### src/design/b64c_pkg.sv
`timescale 1ns / 1ps

package b64c_pkg;

    localparam int unsigned MaxWords = 4;

    localparam logic [7:0] CharPad   = 8'h3D;  // '='
    localparam logic [7:0] CharPlus  = 8'h2B;  // '+'
    localparam logic [7:0] CharSlash = 8'h2F;  // '/'

    // One finished group: up to four output words, first word in slot 0
    typedef struct packed {
        logic                emit;
        logic [2:0]          count;
        logic [3:0][7:0]     data;
        logic [3:0]          last;
        logic [3:0]          bad;
    } t_bundle;

    // Six-bit value to alphabet character
    function automatic logic [7:0] enc_char(input logic [5:0] v);
        logic [7:0] c;
        if (v < 6'd26) begin
            c = 8'(v) + 8'h41;
        end else if (v < 6'd52) begin
            c = 8'(v) - 8'd26 + 8'h61;
        end else if (v < 6'd62) begin
            c = 8'(v) - 8'd52 + 8'h30;
        end else if (v == 6'd62) begin
            c = CharPlus;
        end else begin
            c = CharSlash;
        end
        return c;
    endfunction

    // Character to {valid, six-bit value}
    function automatic logic [6:0] dec_val(input logic [7:0] c);
        logic [6:0] r;
        if (c >= 8'h41 && c <= 8'h5A) begin
            r = {1'b1, 6'(c - 8'h41)};
        end else if (c >= 8'h61 && c <= 8'h7A) begin
            r = {1'b1, 6'(c - 8'h61 + 8'd26)};
        end else if (c >= 8'h30 && c <= 8'h39) begin
            r = {1'b1, 6'(c - 8'h30 + 8'd52)};
        end else if (c == CharPlus) begin
            r = {1'b1, 6'd62};
        end else if (c == CharSlash) begin
            r = {1'b1, 6'd63};
        end else begin
            r = 7'd0;
        end
        return r;
    endfunction

endpackage

### src/design/b64c_group.sv
`timescale 1ns / 1ps

// Group collector: holds the partial group and forms the output words
// when a group completes or the message ends.
module b64c_group (
    input  logic                 i_clk,
    input  logic                 i_rst_n,
    input  logic                 i_clear,
    input  logic                 i_mode,
    input  logic                 i_accept,
    input  logic [7:0]           i_byte,
    input  logic                 i_last,
    output b64c_pkg::t_bundle    o_bundle
);

    logic [23:0] r_bits, n_bits;
    logic [1:0]  r_count, n_count;
    logic [1:0]  r_pad, n_pad;
    logic        r_err, n_err;

    logic [23:0] sh_bits;
    logic [23:0] al_bits;
    logic [2:0]  num;
    logic [6:0]  dv;
    logic [5:0]  v;
    logic [2:0]  pads;
    logic [2:0]  cnt_out;
    logic        done;
    logic [1:0]  pad_nx;
    logic        err_nx;
    logic        grp_bad;
    b64c_pkg::t_bundle bnd;

    always_comb begin
        n_bits  = r_bits;
        n_count = r_count;
        n_pad   = r_pad;
        n_err   = r_err;
        pad_nx  = r_pad;
        err_nx  = r_err;
        grp_bad = 1'b0;
        sh_bits = '0;
        al_bits = '0;
        v       = '0;
        pads    = '0;
        cnt_out = '0;
        num     = 3'(r_count) + 3'd1;
        dv      = b64c_pkg::dec_val(i_byte);
        bnd     = '0;
        done    = 1'b0;

        if (!i_mode) begin
            // encode: three bytes in, four characters out
            sh_bits = {r_bits[15:0], i_byte};
            done    = (num == 3'd3) || i_last;
            case (num)
                3'd1:    al_bits = {sh_bits[7:0], 16'd0};
                3'd2:    al_bits = {sh_bits[15:0], 8'd0};
                default: al_bits = sh_bits;
            endcase
            for (int k = 0; k < 4; k++) begin
                if (3'(k) <= num) begin
                    bnd.data[k] = b64c_pkg::enc_char(al_bits[23 - 6 * k -: 6]);
                end else begin
                    bnd.data[k] = b64c_pkg::CharPad;
                end
            end
            bnd.last  = {i_last, 3'b000};
            bnd.bad   = '0;
            bnd.count = 3'(b64c_pkg::MaxWords);
        end else begin
            // decode: classify the character against pad state
            if (dv[6] && r_pad == 2'd0) begin
                v = dv[5:0];
            end else if (dv[6]) begin
                err_nx = 1'b1;
                if (r_pad < 2'd2) pad_nx = r_pad + 2'd1;
            end else if (i_byte == b64c_pkg::CharPad && r_count >= 2'd2) begin
                if (r_pad < 2'd2) pad_nx = r_pad + 2'd1;
            end else begin
                err_nx = 1'b1;
            end
            grp_bad = err_nx;
            sh_bits = {r_bits[17:0], v};
            done    = (num == 3'd4) || i_last;
            // missing places count as pads
            case (num)
                3'd1: begin
                    al_bits = {sh_bits[5:0], 18'd0};
                    pads    = 3'd2;
                    grp_bad = 1'b1;
                end
                3'd2: begin
                    al_bits = {sh_bits[11:0], 12'd0};
                    pads    = 3'd2;
                end
                3'd3: begin
                    al_bits = {sh_bits[17:0], 6'd0};
                    pads    = (pad_nx == 2'd0) ? 3'd1 : 3'd2;
                end
                default: begin
                    al_bits = sh_bits;
                    pads    = 3'(pad_nx);
                end
            endcase
            cnt_out = 3'd3 - pads;
            for (int k = 0; k < 3; k++) begin
                bnd.data[k] = al_bits[23 - 8 * k -: 8];
                bnd.last[k] = i_last && (3'(k) + 3'd1 == cnt_out);
                bnd.bad[k]  = grp_bad;
            end
            bnd.count = cnt_out;
        end

        bnd.emit = i_accept && done;

        if (i_accept) begin
            if (done) begin
                n_bits  = '0;
                n_count = '0;
                n_pad   = '0;
                n_err   = 1'b0;
            end else begin
                n_bits  = sh_bits;
                n_count = num[1:0];
                n_pad   = pad_nx;
                n_err   = err_nx;
            end
        end
        if (i_clear) begin
            n_bits  = '0;
            n_count = '0;
            n_pad   = '0;
            n_err   = 1'b0;
        end
    end

    assign o_bundle = bnd;

    // group state
    always_ff @(posedge i_clk) begin
        if (!i_rst_n) begin
            r_bits  <= '0;
            r_count <= '0;
            r_pad   <= '0;
            r_err   <= 1'b0;
        end else begin
            r_bits  <= n_bits;
            r_count <= n_count;
            r_pad   <= n_pad;
            r_err   <= n_err;
        end
    end

endmodule

### src/design/base64_codec_top.sv
`timescale 1ns / 1ps

// Channel  | Dir | tdata       | tlast    | tuser
// s_axis   | in  | in_byte     | in_last  | -
// m_axis   | out | out_byte    | out_last | bad_char
// cfg      | in  | decode_mode (write enable + data, no readback)
//
// One item is taken per cycle while the output buffer is free; a finished
// group loads up to four words into the buffer, which drains one word per
// cycle while m_axis is ready. A full encode group takes three bytes and a
// full decode group four characters; the single output port limits the
// group rate. The last buffered word and the next input can pass in the
// same cycle. Reset is synchronous, active low, and clears the group and
// the buffer. Stalls on m_axis hold the buffer and block input.
module base64_codec_top (
    input  logic       i_clk,
    input  logic       i_rst_n,
    input  logic       i_cfg_we,
    input  logic       i_cfg_wdata,      // decode_mode
    input  logic       s_axis_tvalid,
    output logic       s_axis_tready,
    input  logic [7:0] s_axis_tdata,     // [7:0] in_byte
    input  logic       s_axis_tlast,     // in_last
    output logic       m_axis_tvalid,
    input  logic       m_axis_tready,
    output logic [7:0] m_axis_tdata,     // [7:0] out_byte
    output logic       m_axis_tlast,     // out_last
    output logic       m_axis_tuser      // [0] bad_char
);

    logic              r_mode;
    logic [2:0]        r_cnt;
    logic [3:0][7:0]   r_data;
    logic [3:0]        r_last;
    logic [3:0]        r_bad;
    logic              s_word;
    logic              m_word;
    b64c_pkg::t_bundle bnd;

    assign m_word        = m_axis_tvalid && m_axis_tready;
    assign s_axis_tready = (r_cnt == 3'd0) || (r_cnt == 3'd1 && m_axis_tready);
    assign s_word        = s_axis_tvalid && s_axis_tready;

    b64c_group u_group (
        .i_clk    (i_clk),
        .i_rst_n  (i_rst_n),
        .i_clear  (i_cfg_we),
        .i_mode   (r_mode),
        .i_accept (s_word),
        .i_byte   (s_axis_tdata),
        .i_last   (s_axis_tlast),
        .o_bundle (bnd)
    );

    // mode register
    always_ff @(posedge i_clk) begin
        if (!i_rst_n) begin
            r_mode <= 1'b0;
        end else if (i_cfg_we) begin
            r_mode <= i_cfg_wdata;
        end
    end

    // output buffer: load a finished group, shift out one word per beat
    always_ff @(posedge i_clk) begin
        if (!i_rst_n) begin
            r_cnt <= '0;
        end else if (bnd.emit) begin
            r_cnt <= bnd.count;
        end else if (m_word) begin
            r_cnt <= r_cnt - 3'd1;
        end
    end

    always_ff @(posedge i_clk) begin
        if (bnd.emit) begin
            r_data <= bnd.data;
            r_last <= bnd.last;
            r_bad  <= bnd.bad;
        end else if (m_word) begin
            r_data <= {8'd0, r_data[3:1]};
            r_last <= {1'b0, r_last[3:1]};
            r_bad  <= {1'b0, r_bad[3:1]};
        end
    end

    assign m_axis_tvalid = (r_cnt != 3'd0);
    assign m_axis_tdata  = r_data[0];
    assign m_axis_tlast  = r_last[0];
    assign m_axis_tuser  = r_bad[0];

    // buffer never holds more than one group
    a_cnt_max: assert property (@(posedge i_clk) disable iff (!i_rst_n)
        r_cnt <= 3'd4)
        else $error("output buffer count out of range");

    // input only taken when buffer is draining its final word or empty
    a_no_overrun: assert property (@(posedge i_clk) disable iff (!i_rst_n)
        s_word |-> (r_cnt == 3'd0 || (r_cnt == 3'd1 && m_word)))
        else $error("input accepted over a busy buffer");

    // encoder never flags a bad character
    a_enc_clean: assert property (@(posedge i_clk) disable iff (!i_rst_n)
        (m_axis_tvalid && !r_mode) |-> !m_axis_tuser)
        else $error("bad_char set in encode mode");

    // a drained buffer with no new group goes empty
    a_drain: assert property (@(posedge i_clk) disable iff (!i_rst_n)
        (r_cnt == 3'd1 && m_word && !bnd.emit) |=> (r_cnt == 3'd0))
        else $error("buffer failed to drain");

endmodule
### config.mk
export PLATFORM = sky130hd
export DESIGN_NAME = base64_codec_top
export DESIGN_NICKNAME = d
export VERILOG_FILES = /design/src/design/b64c_pkg.sv /design/src/design/b64c_group.sv /design/src/design/base64_codec_top.sv
export SDC_FILE = /design/constraint.sdc
export NUM_CORES = 1
export LEC_CHECK = 0
export ABC_AREA = 1
export BUFFER_PORTS_ARGS = -buffer_cell sky130_fd_sc_hd__clkbuf_2
export CORE_ASPECT_RATIO = 1.75
export CORE_MARGIN = 5
export CORE_UTILIZATION = 42
export CTS_CLUSTER_DIAMETER = 50
export DETAILED_ROUTE_END_ITERATION = 8
export PLACE_DENSITY = 0.58
export SLEW_MARGIN = 10
export SYNTH_ARGS = -nofsm -noshare
export SYNTH_HDL_FRONTEND = slang
export SYNTH_SLANG_ARGS = --single-unit
export TNS_END_PERCENT = 1
### constraint.sdc
create_clock -name i_clk -period 3.45 [get_ports i_clk]
set_input_delay 0.345 -clock i_clk [delete_from_list [all_inputs] [get_ports i_clk]]
set_output_delay 0.345 -clock i_clk [all_outputs]
set_load 0.01 [all_outputs]
==> run summary, run 1 <==
status: complete, no violations
hold buffers post-CTS: 0
gr usage total: 0.2614
crit path max-delay cell type: dfxtp_1
initial antenna violation count: 0
min-delay worst type: primary input to flop
core area: 16370 um2
DRT Pass-1 Iters: 5
depth of the worst hold-timing path: 3
cell count after placement: 1287
Synth async-reset ratio: 0
Avg Synthesized Cell Area: 6.729 um2
I/O pins: 27
PD cells: 473.6 nW/um2
Mapped Cells: 1038
starting DRC count in detailed routing: 411
Clk Tree Root Cell: clkbuf_16
Post-Syn Area: 6984 um2
WP data arrival: 3.24 ns
routability congestion estimate: 1.026
drt wl/cell: 19.02 um
Yosys top cell by area: edfxtp_1
Worst Path Required: 3.54 ns
later-pin clock latency in the skew report: 0.34 ns
area grow syn2layout: 11.79%
Leak: 3.501 nW
TritonCTS Buffers: 9
hold slack: 0.2365 ns
DP HPWL: 20000 um
sequential area share after synthesis: 0.2451
top_reg_cell synth: edfxtp_1
Max-slew headroom: 0.4637
Max Cap Viol: 0
final max-slew violation count: 0
fmax: 317.3 MHz
Die X: 107.5 um
CP startpoint: u_group.r_count[0]$_SDFFE_PP0P_
grt total ovfl: 0
VDD IR-drop max: 247.4 uV
final hold vios: 0
# clock sinks: 66
Yosys reg bits: 66
Synth top area share: 0.1677
post-synth cell types: 56
DIE AREA: 19410 um2
worst hold start: i_cfg_wdata
Via density: 5.454
final setup TNS: 0 ns
Area contributors post-synth: edfxtp_1 (17%), nand2_1 (15%), ha_1 (11%), dfxtp_1 (7.7%), inv_1 (6.0%)
Tmin final: 3.152 ns
Setup crit start kind: flop
hold path endpoint: r_mode$_SDFFE_PN0P_
CP cell instances: inv_1 > ha_2 > inv_2 > nand2_8 > o21ai_4 > inv_1 > ha_1 > inv_1 > nand2_1 > nand2_2 > nand2_1 > a21oi_1 > o22ai_1 > o21ai_0 > buf_4 > nand3_1
register-to-register setup slack: 0.30 ns
final core occ: 0.4770
number of global-route vias before repair: 7190
Tightest Pin Transition: 0.8036 ns
final setup vio count: 0
Die Span Y: 180.6 um
global-route wire length before repair: 38850 um
Detail Route Antenna Nets: 0
H-Tree Depth: 3
top-count cell post-synth: nand2_1
IO buf count: 26
fraction of layout cells with a size suffix above 1: 0.1471
skew final: 0.007876 ns
RSZ-0062 raised after global routing: no
largest net degree at the start of global routing: 35
CP max FO: 18
CP Class: flop to flop
num rows: 62
Layout Cells excl Fill: 1305
TritonCTS clock tree: built
Crit path largest cell delay: 0.41 ns
crit end category: flop
crit-path most repeated cell: inv_1
YS warnings: 0
clk buf depth: 2
via count: 7118
nets: 1150
DRT Wirelength: 24820 um
Syn Nets: 1112
starting density of the core: 0.4267
FF-to-FF Start: u_group.r_count[0]$_SDFFE_PP0P_
cell family with most CP delay: compound AO/OA/AOI/OAI gates
drc violations: 0
crit path buf inv count: 5
most frequent cells after synthesis: nand2_1 (288), inv_1 (112), a21oi_1 (80), nor2_1 (75), nand3_1 (72)
clock slew at reported path FFs: 0.06 ns
Tcrit/Tclk final: 0.9135
Antenna diodes: 0
Worst R2R Path Depth: 16
Worst R2R End: r_data[11]$_DFFE_PP_
Post-synth EDFFs: 39
registers in the layout, indices dropped and copies added, names as in the netlist:
name             count
u_group.r_bits      18
u_group.r_count      2
r_mode               1
r_bad                3
u_group.r_pad        2
r_last               4
r_data              24
u_group.r_err        1
r_cnt                3
m_axis_tdata         8
cell families (layout without fill, tap and decap cells):
kind of cell    after synthesis  after routing  share of synthesized area
simple gates                503            503                     0.3201
compound gates              217            217                     0.1972
buf+inv                     169            212                     0.1018
flops                        66             66                     0.2451
fa+ha+maj                    59             59                     0.1057
xor+xnor                     24             24                    0.03010
worst max-delay path by stage:
| stage | to | slack, ns | cells after the start |
|---|---|---|---|
| floorplan | r_data[29]$_SDFFCE_PP0P_ | 0.57 | 17 |
| global placement | r_data[12]$_DFFE_PP_ | 0.28 | 18 |
| detailed placement | r_data[12]$_DFFE_PP_ | 0.22 | 18 |
| CTS | r_data[11]$_DFFE_PP_ | 0.20 | 16 |
| global route | r_data[21]$_DFFE_PP_ | 0.04 | 17 |
| finish | r_data[11]$_DFFE_PP_ | 0.30 | 16 |
metal layers:
metal | share of wire | vias up | global-route usage | wire [um]
li1 | - | 3517 | - | -
met1 | 0.33 | 3258 | 0.2474 | 8227
met2 | 0.54 | 224 | 0.4838 | 13330
met3 | 0.034 | 119 | 0.03227 | 855
met4 | 0.097 | 0 | 0.2154 | 2411
met5 | 0 | - | 0 | 0
placed cells by master (no fill, tap or decap), drive strengths merged, types with 4 or more instances in the layout:
master / instances
a21oi: 84
a31oi: 6
buf: 35
clkbuf: 36
dfxtp: 27
edfxtp: 39
ha: 59
inv: 135
nand2: 303
nand3: 77
nand3b: 4
nand4: 14
nor2: 86
nor3: 8
o211ai: 22
o21ai: 78
o22ai: 8
or2: 7
xnor2: 9
xor2: 15
worst min-delay path, stage by stage:
cell	delay, ns
clkbuf_2	0.07
a21oi_1	0.05
nor2_1	0.07
power by group:
part	internal, mW	switching (mW)	leakage, nW
Clock	0.635	0.367	0.153
Sequential	1.18	0.0799	0.597
Combinational	0.475	0.962	2.75
area by class of cell:
class / instances / area [um2]
clock inverters: 6 / 90.09
clock buffers: 10 / 229.0
multi-input cells: 803 / 4574
repair buffers: 61 / 405.4
inverters: 135 / 516.7
fillers: 1764 / 8561
well taps: 224 / 280.3
flip-flops and latches: 66 / 1712
through the flow:
step | area [um2] | total power, mW | worst slack [ns]
6_report | 7807 | 3.698 | 0.2984
5_1_grt | 7807 | 3.916 | 0.03864
4_1_cts | 7782 | 3.708 | 0.2042
3_5_place_dp | 7463 | 2.708 | 0.2220
3_3_place_gp | 7463 | 2.705 | 0.2771
2_1_floorplan | 6984 | 2.266 | 0.5668
repair_timing:
item,4_1_cts,5_1_grt
resized for setup,0,2
endpoints found under the setup margin,0,8
buffers inserted,0,2
(Power assumes the default switching activity.)
==> run 2, diff against run 1 <==
--- a/config.mk
+++ b/config.mk
@@ -7,7 +7,7 @@
 export LEC_CHECK = 0
 export ABC_AREA = 1
 export BUFFER_PORTS_ARGS = -buffer_cell sky130_fd_sc_hd__clkbuf_2
-export CORE_ASPECT_RATIO = 1.75
+export CORE_ASPECT_RATIO = 2
 export CORE_MARGIN = 5
 export CORE_UTILIZATION = 42
 export CTS_CLUSTER_DIAMETER = 50
==> run summary, run 2 (synthesized netlist as in run 1, its figures left out) <==
largest net degree at the start of global routing: 33 (was 35)
post-cts gate resize count: 0 (unchanged)
clk buf depth: 2 (unchanged)
Worst R2R Path Depth: 16 (unchanged)
CP Class: flop to flop (unchanged)
DRT Pass-1 Iters: 5 (unchanged)
CP max FO: 12 (was 18)
DRT Wirelength: 25670 um (was 24820 um)
Max Cap Viol: 0 (unchanged)
global-route wire length before repair: 39740 um (was 38850 um)
Die X: 101.2 um (was 107.5 um)
DP Worst Slack: 0.1512 ns (was 0.2220 ns)
Worst Path Required: 3.55 ns (was 3.54 ns)
core area: 16350 um2 (was 16370 um2)
CP cell instances: inv_1 > ha_1 > inv_2 > nand2_8 > o21ai_4 > inv_1 > ha_1 > nand2_2 > nand2_2 > inv_2 > nand3_1 > a21oi_1 > o22ai_1 > o21ai_0 > buf_4 > nand3_1 (was inv_1 > ha_2 > inv_2 > nand2_8 > o21ai_4 > inv_1 > ha_1 > inv_1 > nand2_1 > nand2_2 > nand2_1 > a21oi_1 > o22ai_1 > o21ai_0 > buf_4 > nand3_1)
H-Tree Depth: 3 (unchanged)
PD cells: 474.8 nW/um2 (was 473.6 nW/um2)
VDD IR-drop max: 293.7 uV (was 247.4 uV)
TritonCTS Buffers: 9 (unchanged)
gr usage total: 0.2736 (was 0.2614)
later-pin clock latency in the skew report: 0.35 ns (was 0.34 ns)
nets: 1146 (was 1150)
Die Span Y: 192.4 um (was 180.6 um)
most frequent cells in the layout: nand2_1 (287), inv_1 (112), a21oi_1 (79) (was nand2_1 (287), inv_1 (112), a21oi_1 (80))
drc violations: 0 (unchanged)
Setup WS post-layout: 0.2453 ns (was 0.2984 ns)
most common cell after layout, fill and taps aside: nand2_1 (unchanged)
Antenna diodes: 0 (unchanged)
Tightest Pin Transition: 0.8319 ns (was 0.8036 ns)
area grow syn2layout: 10.80% (was 11.79%)
Biggest register: r_data (unchanged)
IO buf count: 26 (unchanged)
Detail Route Antenna Nets: 0 (unchanged)
max reg flops: 24 (unchanged)
via count: 7161 (was 7118)
starting DRC count in detailed routing: 410 (was 411)
Setup crit start kind: flop (unchanged)
CP startpoint: u_group.r_count[0]$_SDFFE_PP0P_ (unchanged)
starting density of the core: 0.4272 (was 0.4267)
clock slew at reported path FFs: 0.06 ns (about the same)
# clock sinks: 66 (unchanged)
global-route layer with the greatest usage: met2 (unchanged)
final setup vio count: 0 (unchanged)
DIE AREA: 19470 um2 (was 19410 um2)
final setup TNS: 0 ns (unchanged)
skew final: 0.01003 ns (was 0.007876 ns)
worst setup path end: r_data[11]$_DFFE_PP_ (unchanged)
final max-slew violation count: 0 (unchanged)
initial antenna violation count: 0 (unchanged)
fmax: 312.0 MHz (was 317.3 MHz)
final hold vios: 0 (unchanged)
Worst R2R End: r_data[11]$_DFFE_PP_ (unchanged)
status: complete, no violations (unchanged)
Tcrit/Tclk final: 0.9289 (was 0.9135)
Via density: 5.590 (was 5.454)
crit path max-delay cell type: dfxtp_1 (unchanged)
num rows: 66 (was 62)
GR Util met2: 0.5182 (was 0.4838)
met3 Use GR: 0.03835 (was 0.03227)
grt total ovfl: 0 (unchanged)
Crit path largest cell delay: 0.42 ns (was 0.41 ns)
crit end category: flop (unchanged)
register-to-register setup slack: 0.25 ns (was 0.30 ns)
fraction of layout cells with a size suffix above 1: 0.1448 (was 0.1471)
number of global-route vias before repair: 7276 (was 7190)
hold buffers post-CTS: 0 (unchanged)
area of the multi-input gates: 4576 um2 (was 4574 um2)
Tmin final: 3.205 ns (was 3.152 ns)
Reg area: 1712 um2 (unchanged)
TritonCTS clock tree: built (unchanged)
DP HPWL: 20830 um (was 20000 um)
RSZ-0062 raised after global routing: no (unchanged)
final-layout fill cell count: 1774 (was 1764)
WP data arrival: 3.31 ns (was 3.24 ns)
I/O pins: 27 (unchanged)
FF-to-FF Start: u_group.r_count[0]$_SDFFE_PP0P_ (unchanged)
Leak: 3.471 nW (was 3.501 nW)
Clk Tree Root Cell: clkbuf_16 (unchanged)
min-delay worst type: primary input to flop (unchanged)
Max-slew headroom: 0.4448 (was 0.4637)
post-CTS setup repair buffer count: 0 (unchanged)
GR Util met1: 0.2400 (was 0.2474)
routability congestion estimate: 1.084 (was 1.026)
drt wl/cell: 20.04 um (was 19.02 um)
==> run 2: cell count changes in the layout (fill, tap and decap cells not counted) <==
cell and delta:
clkinvlp_4 +1, a21oi_1 -1, clkinv_4 +1, inv_8 +1, ha_2 -1, o21ai_4 -1
inv_6 -1, o21ai_2 +1, a21oi_4 +1, clkbuf_1 -1, bufinv_16 -1, ha_1 +1
buf_4 -4
==> run 2: report_power, final <==
group	internal [mW]	switching [mW]
clock network	0.565	0.390
registers	1.18	0.0895
logic	0.473	0.977
==> run 2: per-stage QoR <==
step	cell area, um2	hold WS (ns)	instances	total power, mW	utilization
after CTS	7727	0.2348	1281	3.674	0.4726
after global placement	7423	0.4549	1265	2.722	0.4540
after floorplan	6984	0.4422	1038	2.266	-
final	7739	0.2305	1281	3.675	0.4733
after global routing	7739	0.2504	1281	3.889	0.4733
after detailed placement	7423	0.4606	1265	2.722	0.4540
==> run 2: per-layer routing <==
metal / part of all wire / up-vias
met1: 0.32 / 3324
met2: 0.55 / 226
met5: 0 / -
met4: 0.10 / 0
met3: 0.033 / 113
li1: - / 3498
==> run 2: worst max-delay path: cells and delay by family (launching register included) <==
family                     cells  cell delay (ns)
DFF                            1             0.42
AOI/OAI and AO/OA              4             0.80
adders and majority gates      2             0.57
and+or+nand+nor                5             0.47
buffers and inverters          5             0.68
==> run 2: worst min-delay path by stage <==
stage                                         start                               to  slack [ns]  cells after the start
global route                            i_cfg_wdata              r_mode$_SDFFE_PN0P_        0.25                      3
finish                                  i_cfg_wdata              r_mode$_SDFFE_PN0P_        0.23                      3
detailed placement  u_group.r_bits[14]$_SDFFE_PP0P_  u_group.r_bits[14]$_SDFFE_PP0P_        0.46                      2
floorplan           u_group.r_bits[17]$_SDFFE_PP0P_  u_group.r_bits[17]$_SDFFE_PP0P_        0.44                      2
CTS                                     i_cfg_wdata              r_mode$_SDFFE_PN0P_        0.23                      3
global placement    u_group.r_bits[14]$_SDFFE_PP0P_  u_group.r_bits[14]$_SDFFE_PP0P_        0.45                      2
==> run 2: cell type report <==
| cell class | count | area share |
|---|---|---|
| clock buffer | 9 | 0.02910 |
| clock inverter | 7 | 0.01019 |
| inverter | 135 | 0.06677 |
| multi-input combinational | 803 | 0.5913 |
| sequential | 66 | 0.2212 |
| tap | 204 | 0.03298 |
| timing repair buffer | 57 | 0.04850 |
